**src/rtl/fpa_pkg.sv**
```systemverilog
// Shared types and constants for the Q24.8 fixed-point ALU.
package fpa_pkg;

    localparam int FRACTION_BITS = 8;
    localparam int WORD_W        = 32;
    localparam int DIV_STEPS     = WORD_W + FRACTION_BITS;
    localparam int FLT_BIAS_SH   = 150 - FRACTION_BITS;
    localparam int EXP_OFFSET    = 127 - FRACTION_BITS;
    localparam int FAST_LAT      = 3;
    localparam int DIV_LAT       = DIV_STEPS + 2;
    localparam int DLY_STAGES    = DIV_LAT - FAST_LAT;

    typedef enum logic [3:0] {
        K_ADD      = 4'd0,
        K_SUB      = 4'd1,
        K_MUL      = 4'd2,
        K_DIV      = 4'd3,
        K_CMP      = 4'd4,
        K_INT2FIX  = 4'd5,
        K_FLT2FIX  = 4'd6,
        K_TO_FLOAT = 4'd7,
        K_TO_INT   = 4'd8
    } t_kind;

    typedef struct packed {
        logic [WORD_W-1:0] word;
        logic [31:0]       flt;
        logic              gt;
        logic              eq;
        logic              lt;
        logic              dz;
        logic              sat;
    } t_res;

endpackage

```
**src/rtl/fpa_mul.sv**
```systemverilog
// Pipelined fixed-point multiplier: product, rescale, output register.
module fpa_mul (
    input  logic                        i_clk,
    input  logic [fpa_pkg::WORD_W-1:0]  i_a,
    input  logic [fpa_pkg::WORD_W-1:0]  i_b,
    output logic [fpa_pkg::WORD_W-1:0]  o_res
);
    import fpa_pkg::*;

    logic signed [2*WORD_W-1:0] r_prod;
    logic [WORD_W-1:0]          r_res;
    logic [WORD_W-1:0]          r_out;

    always_ff @(posedge i_clk) begin
        r_prod <= $signed(i_a) * $signed(i_b);
        r_res  <= WORD_W'(r_prod >>> FRACTION_BITS);
        r_out  <= r_res;
    end

    assign o_res = r_out;
endmodule

```
**config.mk**
```make
export PLATFORM = sky130hd
export DESIGN_NAME = fpa_mul
export DESIGN_NICKNAME = d
export VERILOG_FILES = /design/src/rtl/fpa_pkg.sv /design/src/rtl/fpa_mul.sv
export SDC_FILE = /design/constraint.sdc
export NUM_CORES = 2
export LEC_CHECK = 0
export BUFFER_PORTS_ARGS = -buffer_cell sky130_fd_sc_hd__clkbuf_2
export CORE_AREA = 2 2 199 201
export CTS_CLUSTER_DIAMETER = 50
export DETAILED_ROUTE_END_ITERATION = 8
export DIE_AREA = 0 0 201 203
export PLACE_DENSITY = 0.9
export SKIP_LAST_GASP = 1
export SYNTH_ARGS = -nofsm -noshare
export SYNTH_HDL_FRONTEND = slang
export SYNTH_SLANG_ARGS = --single-unit
```
**constraint.sdc**
```tcl
create_clock -name i_clk -period 10.4 [get_ports i_clk]
set_input_delay 1.56 -clock i_clk [delete_from_list [all_inputs] [get_ports i_clk]]
set_output_delay 1.56 -clock i_clk [all_outputs]
set_load 0.02 [all_outputs]
```
; Word level (Yosys, flattened, before mapping)
; Index checks and enable logic that the tools add are counted.
[totals]
register_bits = 104
output_inout_bits = 32
mem_count = 0
in_bits = 65
elab_cells = 4
romBits = 0
latch_bits = 0
ram_bits = 0
[classes]
n_reduce_logical = 0
magnitude_cmp = 0
n_mul = 1
n_addsub = 0
eq_ne = 0
shift = 0
bitwise_logic = 0
n_mux = 0
n_div = 0
[ops]
columns = cell, n
row1 = multiplier 32 x 32 -> 40 bit, 1

; Logic depth before layout (Yosys ltp)
[logic_depth]
word_depth = 1
mapped_depth = 28

; Worst setup path before layout
; Ideal clock, no wire load.
[synth_path]
path_type = in2reg
start = input i_a[12] (netlist bit)
end = register r_prod[38]
t_arrival_ns = 7.794
n_path_buf = 2
setup_ns = 0.072
required_time_ns = 10.328
cell_stages = 25
setup_slack_ns = 2.534
path_cell_list = clkbuf_1 > clkbuf_1 > nand2_1 > fa_1 > inv_1 > fa_1 > inv_1 > fa_1 > fa_1 > inv_1 > fa_1 > inv_1 > fa_1 > fa_1 > fa_1 > inv_1 > ha_1 > a21oi_1 > o21ai_1 > a21o_1 > a21o_1 > a21oi_4 > o21ai_1 > a211oi_2 > xnor2_1
[synth_between]
elab_chain_cells = 1
[synth_lines]
columns = element, line
row1 = "start, declared", fpa_mul.sv:4  ; input logic [fpa_pkg::WORD_W-1:0] i_a,
row2 = multiplier 32 x 32 -> 40 bit, fpa_mul.sv:15  ; r_prod <= $signed(i_a) * $signed(i_b);
row3 = "end signal, assigned", fpa_mul.sv:15
row4 = "end, declared", fpa_mul.sv:10  ; logic signed [2*WORD_W-1:0] r_prod;
; No other way between the ends.

; Worst setup path after layout
[layout_path]
start = input i_a[9] (netlist bit)
end = register r_prod[32]
; The elaborated chain is that of the path after synthesis.

==> impl_metrics.ini <==
[yosys]
postSynthAreaPerCell_sq_um = 9.41
ys_warn_count = 0
ys.flop_type = dfxtp_1
netlist_instances = 2683
async_flop_share_pct = 0
syn-num-nets = 3545
synth_area_sq_um = 25300
ys_seq_elements = 96
synth.distinct_cells = 44
yosysSeqAreaShare_pct = 7.61
synth_edf_count = 0

[sta]
fmax_mhz = 121
fin_crit_ns = 8.30
final_max_slew_viol_count = 0
slew_headroom_pct = 30.7
period_share_pct = 79.8
grt_setup_unrepaired = no
holdWs_ns = 0.328
setup_violations = 0
tns_ns = 0
skew_ns = 0.00715
max_slew.worst_pin.slew_ns = 1.04
hold_viol_final = 0

[floorplan]
die_w_um = 201
core_sq_um = 38500
start_util_pct = 65.6
die-area_sq_um = 40800
num_rows = 72
ios = 97
die_h_um = 203

[placement]
gp_congestion = 0.963
postPlaceCellArea_sq_um = 25900
io_buffers = 96
dpl.hpwl_um = 50100

[min_path]
worstHoldPathCells = 0
hp-class = register to register

[cts]
postCtsHoldBufs = 0
cts_root_buf = clkbuf_16
postCtsSetupRepairBufs = 0
cts_tree = built
clock_sinks = 96
clockBufferDepth = 2
path_clk_slew_ns = 0.08
insertion_delay_ns = 0.38
htree_levels = 3
cts_buffers = 9
post_cts_resized = 0

[global_routing]
grt_start_max_net_pins = 33
antenna_found_initial = 1
grt.total_usage_pct = 33.3
grt_overflow = 0
grt_pass1_vias = 20390
grt_first_pass_wirelength_um = 104000

[cells_and_area]
drive_gt1_share_pct = 4.84
fillers = 2820
final_nets = 3525
syn_to_final_growth_pct = 3.79
fin_area_sq_um = 26200
finish.utilization_pct = 68.1

[setup_path]
critical_path_arrival_ns = 8.57
critPathLaunchType = input port
cp.required_ns = 10.67
path_max_fanout = 31
reg2reg_depth = 0
endpoint_kind = register
critical_path_class = input port to register

[routing]
antenna_left = 0
drc = 0
wl_per_cell_um = 19.9
vias = 17800
viasPerCell = 5.59
drtIter0Drc = 1278
drt_wl_total_um = 63500
first_pass_iters = 5

[status]
outcome = finished clean

[run]
max_cap_violations = 0
-- path summary, 6_finish.rpt --
check | slack [ns] | to | from
worst max-delay path | 2.10 | r_prod[32] | i_a[9]
worst min-delay path | 0.33 | r_res[0] | r_prod[8]
worst max register to register | 9.92 | r_res[29] | r_prod[37]
worst min register to register | 0.33 | r_res[0] | r_prod[8]
-- worst max-delay path: stages --
cell and delay, ns:
clkbuf_2 0.50, and2_1 0.40, fa_1 0.41, fa_1 0.49
fa_1 0.57, inv_1 0.07, fa_1 0.48, inv_1 0.06
fa_1 0.51, inv_1 0.06, fa_1 0.53, inv_1 0.05
fa_1 0.49, fa_1 0.41, ha_1 0.35, nand3_1 0.13
nor2_1 0.14, nand3_1 0.13, o211a_1 0.25, o21ai_2 0.35
o211ai_1 0.27, nor2b_1 0.21, xnor2_1 0.12
-- cell type report --
cell class,count,area (sq um),area share (%)
inverter,699,2620,10.0
sequential,96,1920,7.33
timing repair buffer,100,510,1.95
tap,518,648,2.47
antenna,1,2.50,0.00955
multi-input combinational,1757,20200,77.1
clock buffer,9,225,0.859
clock inverter,7,67.6,0.258
-- Yosys cell counts, types with 2 or more instances --
cell type	instances	area share (%)
xnor2_1	66	2.3
and2_1	436	11
nor2_1	26	0.39
o21ai_1	8	0.16
nand2b_1	6	0.15
fa_1	642	51
inv_1	699	10
ha_1	155	7.7
o31ai_2	2	0.099
o211ai_2	2	0.099
o211ai_1	3	0.089
buf_2	4	0.079
a21oi_1	22	0.44
or2b_1	2	0.059
nor2b_1	6	0.15
nand4_1	3	0.074
and3_1	2	0.050
nand3_1	9	0.18
dfxtp_1	96	7.6
xor2_1	14	0.49
o21ai_2	2	0.069
a21o_1	12	0.36
clkbuf_1	127	1.9
a31oi_1	2	0.050
nand2_1	314	4.7
o21bai_1	2	0.059
a41oi_2	2	0.13
o21ai_0	3	0.059
-- cells by family after synthesis --
| group | synth area share, % |
|---|---|
| flip-flops | 7.61 |
| AND/OR/NAND/NOR | 16.7 |
| XOR/XNOR | 2.77 |
| buffers and inverters | 12.4 |
| adder cells (fa/ha/maj) | 58.6 |
| AO/OA/AOI/OAI | 2.01 |
-- placed cells by master, fill, tap and decap left out, types with 2 or more instances in the layout --
| cell | count |
|---|---|
| clkinv_4 | 3 |
| xor2_1 | 14 |
| or2b_1 | 2 |
| xnor2_1 | 66 |
| inv_1 | 699 |
| nor2_1 | 26 |
| dfxtp_1 | 96 |
| nand2b_1 | 6 |
| a31oi_1 | 2 |
| o21ai_0 | 3 |
| o211ai_2 | 2 |
| and3_1 | 2 |
| a21oi_1 | 22 |
| o211ai_1 | 3 |
| o21bai_1 | 2 |
| o21ai_2 | 2 |
| fa_1 | 642 |
| nand2_1 | 314 |
| nor2b_1 | 6 |
| clkbuf_2 | 96 |
| ha_1 | 155 |
| buf_4 | 4 |
| a21o_1 | 12 |
| o31ai_2 | 2 |
| o21ai_1 | 8 |
| clkbuf_16 | 9 |
| a41oi_2 | 2 |
| nand4_1 | 3 |
| nand3_1 | 9 |
| and2_1 | 436 |
-- through the flow --
step | setup WS, ns | std cells
final | 2.10 | 3187
after global routing | 1.89 | 3187
after CTS | 2.23 | 3186
after detailed placement | 1.83 | 3170
after global placement | 2.01 | 3170
after floorplan | 2.53 | 2683
-- metal layers --
metal,share of wire [%],routed length [um],track usage (%)
met1,35,22200,40.3
met2,49,31200,56.4
met3,10,6350,7.00
met4,5.9,3730,17.8
met5,0,0,0
-- flip-flops by register name (all words and copies together) (netlist names) --
name / flops
r_res: 32
r_prod: 32
o_res: 32
Power is not shown: default switching activity piles up to over one toggle a cycle in this logic, so the estimate is an artifact.
